## src/rtl/smwmc_pkg.sv

```systemverilog
// shared constants, exp tables and control structs for the softmax mean/covariance block
package smwmc_pkg;

    localparam int MAX_POINTS = 64;
    localparam int IDX_W = (MAX_POINTS > 1) ? $clog2(MAX_POINTS) : 1;
    localparam int CNT_W = $clog2(MAX_POINTS + 1);
    // raw weights are at most 2^24 each
    localparam int SUM_W = IDX_W + 25;
    localparam int DIV_W = (SUM_W > 24) ? SUM_W : 24;
    localparam int DVD_W = 56;
    localparam int AX_W = 66;
    localparam int ACC_W = 65 + IDX_W;

    localparam logic [4:0] OP_NOP   = 5'd0;
    localparam logic [4:0] OP_START = 5'd1;
    localparam logic [4:0] OP_DIV_T = 5'd2;
    localparam logic [4:0] OP_M1    = 5'd3;
    localparam logic [4:0] OP_M2    = 5'd4;
    localparam logic [4:0] OP_ACC1  = 5'd5;
    localparam logic [4:0] OP_DIV_W = 5'd6;
    localparam logic [4:0] OP_MX    = 5'd7;
    localparam logic [4:0] OP_MY    = 5'd8;
    localparam logic [4:0] OP_AY    = 5'd9;
    localparam logic [4:0] OP_MEAN  = 5'd10;
    localparam logic [4:0] OP_D     = 5'd11;
    localparam logic [4:0] OP_TP    = 5'd12;
    localparam logic [4:0] OP_TH    = 5'd13;
    localparam logic [4:0] OP_TL    = 5'd14;
    localparam logic [4:0] OP_TA    = 5'd15;
    localparam logic [4:0] OP_FIN   = 5'd16;

    localparam logic [24:0] EXPI [16] = '{
        25'd16777216, 25'd6171993, 25'd2270549, 25'd835288, 25'd307285, 25'd113044,
        25'd41587, 25'd15299, 25'd5628, 25'd2070, 25'd762, 25'd280, 25'd103, 25'd38,
        25'd14, 25'd5
    };
    localparam logic [16:0] EXPJ [16] = '{
        17'd65536, 17'd61565, 17'd57835, 17'd54331, 17'd51039, 17'd47947, 17'd45042,
        17'd42313, 17'd39750, 17'd37341, 17'd35079, 17'd32954, 17'd30957, 17'd29081,
        17'd27319, 17'd25664
    };
    localparam logic [16:0] EXPK [16] = '{
        17'd65536, 17'd65280, 17'd65026, 17'd64772, 17'd64520, 17'd64268, 17'd64018,
        17'd63768, 17'd63520, 17'd63272, 17'd63025, 17'd62781, 17'd62535, 17'd62291,
        17'd62048, 17'd61806
    };

    typedef struct packed {
        logic [4:0] op;
        logic       load;
    } cmd_t;

    typedef struct packed {
        logic div_busy;
        logic idx_last;
        logic term_last;
        logic out_busy;
    } status_t;

endpackage

```

## src/rtl/smwmc_ctrl.sv

```systemverilog
// controller: load phase and the three passes over the stored points
module smwmc_ctrl (
    input  logic                clk,
    input  logic                rst_n,
    input  logic                in_valid,
    input  logic                last,
    output logic                in_ready,
    output smwmc_pkg::cmd_t     cmd,
    input  smwmc_pkg::status_t  status
);

    localparam logic [4:0] S_LOAD     = 5'd0;
    localparam logic [4:0] S_START    = 5'd1;
    localparam logic [4:0] S_P1_RD    = 5'd2;
    localparam logic [4:0] S_P1_DGO   = 5'd3;
    localparam logic [4:0] S_P1_DWAIT = 5'd4;
    localparam logic [4:0] S_P1_M1    = 5'd5;
    localparam logic [4:0] S_P1_M2    = 5'd6;
    localparam logic [4:0] S_P1_ACC   = 5'd7;
    localparam logic [4:0] S_P2_RD    = 5'd8;
    localparam logic [4:0] S_P2_DGO   = 5'd9;
    localparam logic [4:0] S_P2_DWAIT = 5'd10;
    localparam logic [4:0] S_P2_MX    = 5'd11;
    localparam logic [4:0] S_P2_MY    = 5'd12;
    localparam logic [4:0] S_P2_AY    = 5'd13;
    localparam logic [4:0] S_MEAN     = 5'd14;
    localparam logic [4:0] S_P3_RD    = 5'd15;
    localparam logic [4:0] S_P3_D     = 5'd16;
    localparam logic [4:0] S_P3_TP    = 5'd17;
    localparam logic [4:0] S_P3_TH    = 5'd18;
    localparam logic [4:0] S_P3_TL    = 5'd19;
    localparam logic [4:0] S_P3_TA    = 5'd20;
    localparam logic [4:0] S_FIN      = 5'd21;

    logic [4:0] state_reg, state_next;

    always_comb
    begin
        state_next = state_reg;
        cmd.op = smwmc_pkg::OP_NOP;
        cmd.load = 1'b0;
        in_ready = 1'b0;
        case (state_reg)
            S_LOAD:
            begin
                in_ready = 1'b1;
                cmd.load = in_valid;
                if (in_valid && last)
                    state_next = S_START;
            end
            S_START:
            begin
                cmd.op = smwmc_pkg::OP_START;
                state_next = S_P1_RD;
            end
            S_P1_RD:
                state_next = S_P1_DGO;
            S_P1_DGO:
            begin
                cmd.op = smwmc_pkg::OP_DIV_T;
                state_next = S_P1_DWAIT;
            end
            S_P1_DWAIT:
                if (!status.div_busy)
                    state_next = S_P1_M1;
            S_P1_M1:
            begin
                cmd.op = smwmc_pkg::OP_M1;
                state_next = S_P1_M2;
            end
            S_P1_M2:
            begin
                cmd.op = smwmc_pkg::OP_M2;
                state_next = S_P1_ACC;
            end
            S_P1_ACC:
            begin
                cmd.op = smwmc_pkg::OP_ACC1;
                state_next = status.idx_last ? S_P2_RD : S_P1_RD;
            end
            S_P2_RD:
                state_next = S_P2_DGO;
            S_P2_DGO:
            begin
                cmd.op = smwmc_pkg::OP_DIV_W;
                state_next = S_P2_DWAIT;
            end
            S_P2_DWAIT:
                if (!status.div_busy)
                    state_next = S_P2_MX;
            S_P2_MX:
            begin
                cmd.op = smwmc_pkg::OP_MX;
                state_next = S_P2_MY;
            end
            S_P2_MY:
            begin
                cmd.op = smwmc_pkg::OP_MY;
                state_next = S_P2_AY;
            end
            S_P2_AY:
            begin
                cmd.op = smwmc_pkg::OP_AY;
                state_next = status.idx_last ? S_MEAN : S_P2_RD;
            end
            S_MEAN:
            begin
                cmd.op = smwmc_pkg::OP_MEAN;
                state_next = S_P3_RD;
            end
            S_P3_RD:
                state_next = S_P3_D;
            S_P3_D:
            begin
                cmd.op = smwmc_pkg::OP_D;
                state_next = S_P3_TP;
            end
            S_P3_TP:
            begin
                cmd.op = smwmc_pkg::OP_TP;
                state_next = S_P3_TH;
            end
            S_P3_TH:
            begin
                cmd.op = smwmc_pkg::OP_TH;
                state_next = S_P3_TL;
            end
            S_P3_TL:
            begin
                cmd.op = smwmc_pkg::OP_TL;
                state_next = S_P3_TA;
            end
            S_P3_TA:
            begin
                cmd.op = smwmc_pkg::OP_TA;
                if (!status.term_last)
                    state_next = S_P3_TP;
                else
                    state_next = status.idx_last ? S_FIN : S_P3_RD;
            end
            S_FIN:
            begin
                // hold until the previous result has been taken
                if (!status.out_busy)
                begin
                    cmd.op = smwmc_pkg::OP_FIN;
                    state_next = S_LOAD;
                end
            end
            default:
                state_next = S_LOAD;
        endcase
    end

    always_ff @(posedge clk or negedge rst_n)
    begin
        if (!rst_n)
            state_reg <= S_LOAD;
        else
            state_reg <= state_next;
    end

endmodule

```

## config.mk

```make
export PLATFORM = sky130hd
export DESIGN_NAME = smwmc_ctrl
export DESIGN_NICKNAME = d
export VERILOG_FILES = /design/src/rtl/smwmc_pkg.sv /design/src/rtl/smwmc_ctrl.sv
export SDC_FILE = /design/constraint.sdc
export NUM_CORES = 1
export LEC_CHECK = 0
export BUFFER_PORTS_ARGS = -buffer_cell sky130_fd_sc_hd__buf_2
export CORE_MARGIN = 5
export CORE_UTILIZATION = 26
export CTS_BUF_LIST = sky130_fd_sc_hd__clkbuf_2 sky130_fd_sc_hd__clkbuf_4 sky130_fd_sc_hd__clkbuf_8
export DETAILED_ROUTE_END_ITERATION = 10
export PLACE_DENSITY_LB_ADDON = 0.2
export SKIP_CTS_REPAIR_TIMING = 1
export SLEW_MARGIN = 20
export SYNTH_ARGS = -nofsm -noshare
export SYNTH_HDL_FRONTEND = slang
export SYNTH_SLANG_ARGS = --single-unit
```

## constraint.sdc

```tcl
create_clock -name clk -period 3.95 [get_ports clk]
set_clock_uncertainty 0.05 [all_clocks]
set_input_delay 0.395 -clock clk [delete_from_list [all_inputs] [get_ports clk]]
set_output_delay 0.395 -clock clk [all_outputs]
set_load 0.02 [all_outputs]
```

==> run metrics, run 1 <==
Yosys warnings=0; Worst-Margin Slew=574 ps; Final min period=2180 ps; Post-synth EDFFs=0; final instance area=689 um^2; Max Used Layer=met3; DRT Wirelength=1710 um; Routed WL per cell=14.1 um; Worst Path Max Fanout=17; max-cap violations=0; post-synthesis cell area=601 um^2; share of layout cells above drive strength 1=0.247; period utilization=0.551; clock net sink count=5; GRT overflow=0; Antenna Nets Post-Route=0; ant diodes=0; met2 wire length=832 um; Filler Cells Inserted=258; max reg flops=5; GRT Overall Usage=0.107; Peak Freq=459 MHz; Setup-failing EPs final=0; hpwl dp=1190 um; die height=58.1 um; pin count of the biggest net entering global routing=21; Clk pin slew, worst setup/hold paths=50 ps; Netlist cell types=35; Setup crit end kind=output pin; register area share after synthesis=0.208; type of the worst setup path=reg -> out; Placed Area=649 um^2; max-slew violation count=0; WP data required=3500 ps; Leak=0.299 nW; Slew Limit Headroom=0.617; Final nets=102; Synth top area share=0.208; Syn Inst Count=80; PortBufs=14; post-synth top area cell=dfrtp_1; most used flip-flop cell after synthesis=dfrtp_1; post-route DRC violation count=0; Worst EP arrival=1730 ps; CTS tree=done; core area=0.00221 mm^2; TritonRoute pass-1 iters=4; setup_tns=0 ps; Area contributors post-synth=dfrtp_1 (21%), a21oi_1 (5.8%), buf_6 (5.6%); first-pass GRT wire length=2840 um; maximum clock path buffer count=2; vias in the first global route=616; Final Hold Vio Count=0; PwrDens=890 mW/mm^2; routed vias/inst=5.46; Initial Utilization=0.271; Core Rows=17; FF+latch count, synth=5; total CTS buffers=3; VDD IR max=372 uV; die width=58.1 um; root buf cell=clkbuf_4; M1 WL=784 um; RSZ-0062 raised after global routing=false; hold crit path type=in -> reg; I/O pins=15; met3 routed WL=91 um; DIE AREA=0.00337 mm^2; # H-tree levels=1; Syn Nets=88; crit path launch type=flop; DRT iter0 DRCs=14; Vias=661; Final GP Congestion=0.750; status=complete, no violations; asr flop ratio synth=1.00; clock latency on the worst-skew pair=250 ps; Syn Area/Cell=7.51 um^2; initial antenna violation count=0; Layout area overhead=14.8%
[final timing paths]
| check | cells past startpoint | slack [ps] | end | startpoint |
|---|---|---|---|---|
| max | 4 | 1770 | cmd[2] | state_reg[1] |
| min | 3 | 420 | state_reg[0] | status[0] |
| max reg2reg | 4 | 2260 | state_reg[2] | state_reg[2] |
| min reg2reg | 1 | 780 | state_reg[2] | state_reg[0] |
| max in group asynchronous | 2 | 3280 | state_reg[0] | rst_n |
| min in group asynchronous | 2 | 440 | state_reg[1] | rst_n |
[Yosys cell counts, drive strengths merged (2+ instances only)]
| library cell | number |
|---|---|
| o21ai | 9 |
| a21oi | 7 |
| buf | 6 |
| nor2 | 6 |
| dfrtp | 5 |
| inv | 5 |
| nand2 | 5 |
| nand3 | 4 |
| and2b | 3 |
| nand4 | 3 |
| nor3b | 3 |
| a21boi | 2 |
| a31oi | 2 |
| a32o | 2 |
| and3b | 2 |
| nor2b | 2 |
| o31ai | 2 |
[layout by cell type, fill, tap and decap left out, types with 2 or more instances in the layout]
master and instances:
dfrtp_1 5, o21ai_1 6, nor2_1 5, nand4_1 3
and2b_1 2, inv_1 4, a32o_1 2, o21ai_0 3
buf_2 14, a31oi_1 2, nand3_1 4, nor3b_1 3
nor2b_1 2, a21oi_1 7, clkbuf_4 4, nand2_1 5
o31ai_1 2, a21boi_0 2
[power breakdown]
part	internal (mW)	total, mW	switching (mW)
clock	0.0452	0.0687	0.0235
combinational	0.164	0.370	0.206
sequential	0.0742	0.175	0.101
[cells by family (layout without fill, tap and decap cells)]
| family | after synthesis | in the layout | synth area share |
|---|---|---|---|
| AOI/OAI and AO/OA | 31 | 31 | 0.344 |
| and+or+nand+nor | 33 | 33 | 0.323 |
| DFF | 5 | 5 | 0.208 |
| buffers and inverters | 11 | 24 | 0.125 |
[area by class of cell]
type                       count  area (um^2)  area share
clock buffer                   4         30.0      0.0436
sequential                     5          125       0.181
tap                           28         35.0      0.0508
multi-input combinational     64          400       0.581
timing repair buffer          15         80.1       0.116
inverter                       5         18.8      0.0272
[metal layers]
| layer | vias to the layer above | GRT usage |
|---|---|---|
| li1 | 327 | - |
| met1 | 314 | 0.148 |
| met4 | 0 | 0.0232 |
| met3 | 0 | 0.0334 |
| met2 | 20 | 0.161 |
| met5 | - | 0 |
[critical path: stages (launching register included)]
cell     delay [ps]
dfrtp_1         670
and2b_1         250
a21oi_1          80
o32ai_1         270
buf_2           200
[metrics by stage]
step	total power [mW]	std cells	setup slack (ps)	hold WS, ps	util
3_3_place_gp	0.537	116	2080	161	0.294
2_1_floorplan	0.482	80	2200	49.4	-
5_1_grt	0.672	121	1650	418	0.312
6_report	0.614	121	1770	418	0.312
4_1_cts	0.614	120	1770	-105	0.307
3_5_place_dp	0.544	116	2030	163	0.294
Power figures use the tool's default switching activity.
==> inputs of run 2 (changes only) <==
==> constraint.sdc (replaced) <==
create_clock -name clk -period 2.3 [get_ports clk]
set_clock_uncertainty 0.05 [all_clocks]
set_input_delay 0.23 -clock clk [delete_from_list [all_inputs] [get_ports clk]]
set_output_delay 0.23 -clock clk [all_outputs]
set_load 0.02 [all_outputs]
==> run metrics, run 2 (synthesized netlist as in run 1, its figures left out) <==
CTS tree=done; maximum clock path buffer count=2; Hold Path Origin=status[0]; Final min period=2000 ps; status=complete, no violations; max-cap violations=0; root buf cell=clkbuf_4; core area=0.00221 mm^2; GRT Overall Usage=0.107; setup_tns=0 ps; I/O pins=15; pin count of the biggest net entering global routing=21; initial antenna violation count=0; # H-tree levels=1; WP data required=2020 ps; clock net sink count=5; Min-Delay Endpoint=state_reg[0]; DRT Wirelength=1700 um; total CTS buffers=3; Worst EP arrival=1720 ps; Final nets=102; Filler Cells Inserted=257; share of layout cells above drive strength 1=0.247; GRT overflow=0; FF-to-FF End=state_reg[2]; ant diodes=0; RSZ-0062 raised after global routing=false; Core Rows=17; Peak Freq=499 MHz; hold-critical path depth=3; period utilization=0.872; M1 WL=824 um; routed vias/inst=5.42; Slew Limit Headroom=0.618; Layout area overhead=14.8%; PwrDens=1520 mW/mm^2; hpwl dp=1190 um; Setup crit end kind=output pin; hold crit path type=in -> reg; met2 wire length=810 um; first-pass GRT wire length=2850 um; die width=58.1 um; PortBufs=14; VDD IR max=639 uV; crit path launch type=flop; Reg-to-Reg Start=state_reg[2]; Clk pin slew, worst setup/hold paths=50 ps; vias in the first global route=616; Routed WL per cell=14.1 um; post-route DRC violation count=0; Final Hold Vio Count=0; most frequent cells in the layout=buf_2 (14), a21oi_1 (7), o21ai_1 (6); die height=58.1 um; Final Util=0.312; Initial Utilization=0.271; Leak=0.299 nW; Antenna Nets Post-Route=0; type of the worst setup path=reg -> out; Reg2Reg Setup Slack=610 ps; TritonRoute pass-1 iters=4; Final GP Congestion=0.750; clock latency on the worst-skew pair=250 ps; met3 routed WL=68 um; DIE AREA=0.00337 mm^2; Max Used Layer=met3; max-slew violation count=0; Worst-Margin Slew=573 ps; max reg flops=5; most common cell after layout, fill and taps aside=buf_2; Setup-failing EPs final=0; Vias=656; Worst Path Max Fanout=17; FF-to-FF path depth=4; DRT iter0 DRCs=17
## run 2: metal layers
metal  global-route usage  vias up
met1                0.149      311
li1                     -      327
met4               0.0232        0
met2                0.161       18
met5                    0        -
met3               0.0334        0
## run 2: layout make-up
cell class / instances / area (um^2) / area share
Multi-Input combinational cell: 64 / 400 / 0.581
Clock buffer: 4 / 30.0 / 0.0436
Timing Repair Buffer: 15 / 80.1 / 0.116
Sequential cell: 5 / 125 / 0.181
Tap cell: 28 / 35.0 / 0.0508
Inverter: 5 / 18.8 / 0.0272
## run 2: worst max path at each step
stage | start | to | cells past startpoint
after global placement | state_reg[1] | cmd[2] | 4
after detailed placement | state_reg[1] | cmd[2] | 4
final | state_reg[1] | cmd[2] | 4
after CTS | state_reg[1] | cmd[2] | 4
after floorplan | state_reg[1] | cmd[0] | 4
after global routing | state_reg[1] | cmd[2] | 4
## run 2: worst max-delay path, stage by stage, from the launching register on
cell     delay (ps)
dfrtp_1         670
and2b_1         250
a21oi_1          80
o32ai_1         270
buf_2           210
## run 2: per-stage QoR
stage	hold WS (ps)	cell area, um^2	total power [mW]	setup WS, ps	instances
floorplan	-116	601	0.827	719	80
global placement	-4.13	649	0.923	595	116
detailed placement	-1.89	649	0.935	547	116
CTS	-270	679	1.05	283	120
global route	253	689	1.16	165	121
finish	249	689	1.05	295	121
## run 2: power by group
part / total [mW] / internal, mW / switching (mW)
clock network: 0.118 / 0.0776 / 0.0406
logic: 0.633 / 0.282 / 0.352
registers: 0.299 / 0.127 / 0.172
==> inputs of run 3 (changes only) <==
--- a/config.mk
+++ b/config.mk
@@ -6,11 +6,10 @@
 export NUM_CORES = 1
 export LEC_CHECK = 0
 export BUFFER_PORTS_ARGS = -buffer_cell sky130_fd_sc_hd__buf_2
-export CORE_MARGIN = 5
 export CORE_UTILIZATION = 26
 export CTS_BUF_LIST = sky130_fd_sc_hd__clkbuf_2 sky130_fd_sc_hd__clkbuf_4 sky130_fd_sc_hd__clkbuf_8
 export DETAILED_ROUTE_END_ITERATION = 10
-export PLACE_DENSITY_LB_ADDON = 0.2
+export PLACE_DENSITY_LB_ADDON = 0.12
 export SKIP_CTS_REPAIR_TIMING = 1
 export SLEW_MARGIN = 20
 export SYNTH_ARGS = -nofsm -noshare
==> run metrics, run 3 (synthesized netlist as in run 1, its figures left out) <==
maximum clock path buffer count=2; Filler Cells Inserted=250; Antenna Nets Post-Route=0; dpl ws=633 ps; multi-input logic area=400 um^2; GRT overflow=0; CTS tree=done; status=complete, no violations; Final Hold Vio Count=0; vias in the first global route=529; RSZ-0062 raised after global routing=false; Worst EP arrival=1650 ps; combinational power share=0.612; Worst Path Max Fanout=17; ant diodes=0; Core Rows=17; VDD IR max=547 uV; Layout area overhead=14.8%; pin count of the biggest net entering global routing=21; met1 Use GR=0.174; Worst-Margin Slew=515 ps; PwrDens=1490 mW/mm^2; Register Area=125 um^2; Internal=487 uW; DIE AREA=0.00251 mm^2; Final min period=1930 ps; max-slew violation count=0; crit path launch type=flop; GRT busiest layer=met2; switching part of the total power=0.527; Final GP Congestion=0.777; M3 GR Usage=0.00309; PortBufs=14; clock latency on the worst-skew pair=240 ps; hold crit path type=in -> reg; Leak=0.299 nW; post-route DRC violation count=0; routed vias/inst=5.03; TritonRoute pass-1 iters=4; Clk pin slew, worst setup/hold paths=40 ps; GRT Overall Usage=0.121; WP data required=2020 ps; Final nets=102; die height=50.1 um; final setup margin=372 ps; total power after layout=1.03 mW; type of the worst setup path=reg -> out; Vias=609; root buf cell=clkbuf_4; # H-tree levels=1; initial antenna violation count=0; DRT iter0 DRCs=23; Critical-path top delay cell=dfrtp_1; clock power share=0.108; Setup crit end kind=output pin; I/O pins=15; Sequential Power Share=0.281; max-cap violations=0; period utilization=0.838; most frequent cells in the layout=buf_2 (14), a21oi_1 (7), o21ai_1 (6); total CTS buffers=3; Routed WL per cell=12.1 um; die width=50.1 um; core area=0.00219 mm^2; Setup-failing EPs final=0; share of layout cells above drive strength 1=0.247; clock net sink count=5; Crit path largest cell delay=630 ps; Initial Utilization=0.274; M2 GR Usage=0.184; sw power=541 uW; setup_tns=0 ps; max reg flops=5; Peak Freq=519 MHz; hpwl dp=1080 um; most common cell after layout, fill and taps aside=buf_2; Slew Limit Headroom=0.657; crit-path cells=and2b_1, a21oi_1, o32ai_1, buf_2; first-pass GRT wire length=2380 um; DRT Wirelength=1460 um
==> run 3: worst max-delay path, delay by kind of cell (launching register included) <==
kind	cells	cell delay, ps
flops	1	630
simple gates	1	230
buf+inv	1	200
compound gates	2	340
==> run 3: path summary, 6_finish.rpt <==
| path | start | to | slack, ps | depth (start not counted) |
|---|---|---|---|---|
| max in group asynchronous | rst_n | state_reg[2] | 1790 | 2 |
| max reg2reg | state_reg[2] | state_reg[2] | 640 | 4 |
| min in group asynchronous | rst_n | state_reg[4] | 280 | 2 |
| min | status[0] | state_reg[0] | 270 | 3 |
| max | state_reg[1] | cmd[2] | 370 | 4 |
| min reg2reg | state_reg[0] | state_reg[4] | 760 | 2 |
==> run 3: cell type report <==
cell class                      count  share of cell area
Clock buffer                        4              0.0436
Sequential cell                     5               0.181
Inverter                            5              0.0272
Tap cell                           28              0.0508
Multi-Input combinational cell     64               0.581
Timing Repair Buffer               15               0.116
==> run 3: power by group through the flow <==
stage,combinational (mW),sequential (mW),clock [mW]
after floorplan,0.660,0.167,0
after global placement,0.637,0.294,0
after detailed placement,0.629,0.286,0
after CTS,0.632,0.284,0.115
after global routing,0.707,0.303,0.124
final,0.629,0.288,0.111
==> run 3: per-stage QoR <==
stage / hold WS (ps) / area [um^2] / utilization / std cells
final: 270 / 689 / 0.315 / 121
after CTS: -263 / 679 / 0.310 / 120
after detailed placement: -4.55 / 649 / 0.296 / 116
after global routing: 269 / 689 / 0.315 / 121
after global placement: -3.47 / 649 / 0.296 / 116
after floorplan: -116 / 601 / - / 80
==> run 3: layer usage <==
layer | wire length (um) | share of wire
met5 | 0 | 0
met4 | 0 | 0
met3 | 50 | 0.034
met2 | 669 | 0.46
met1 | 743 | 0.51
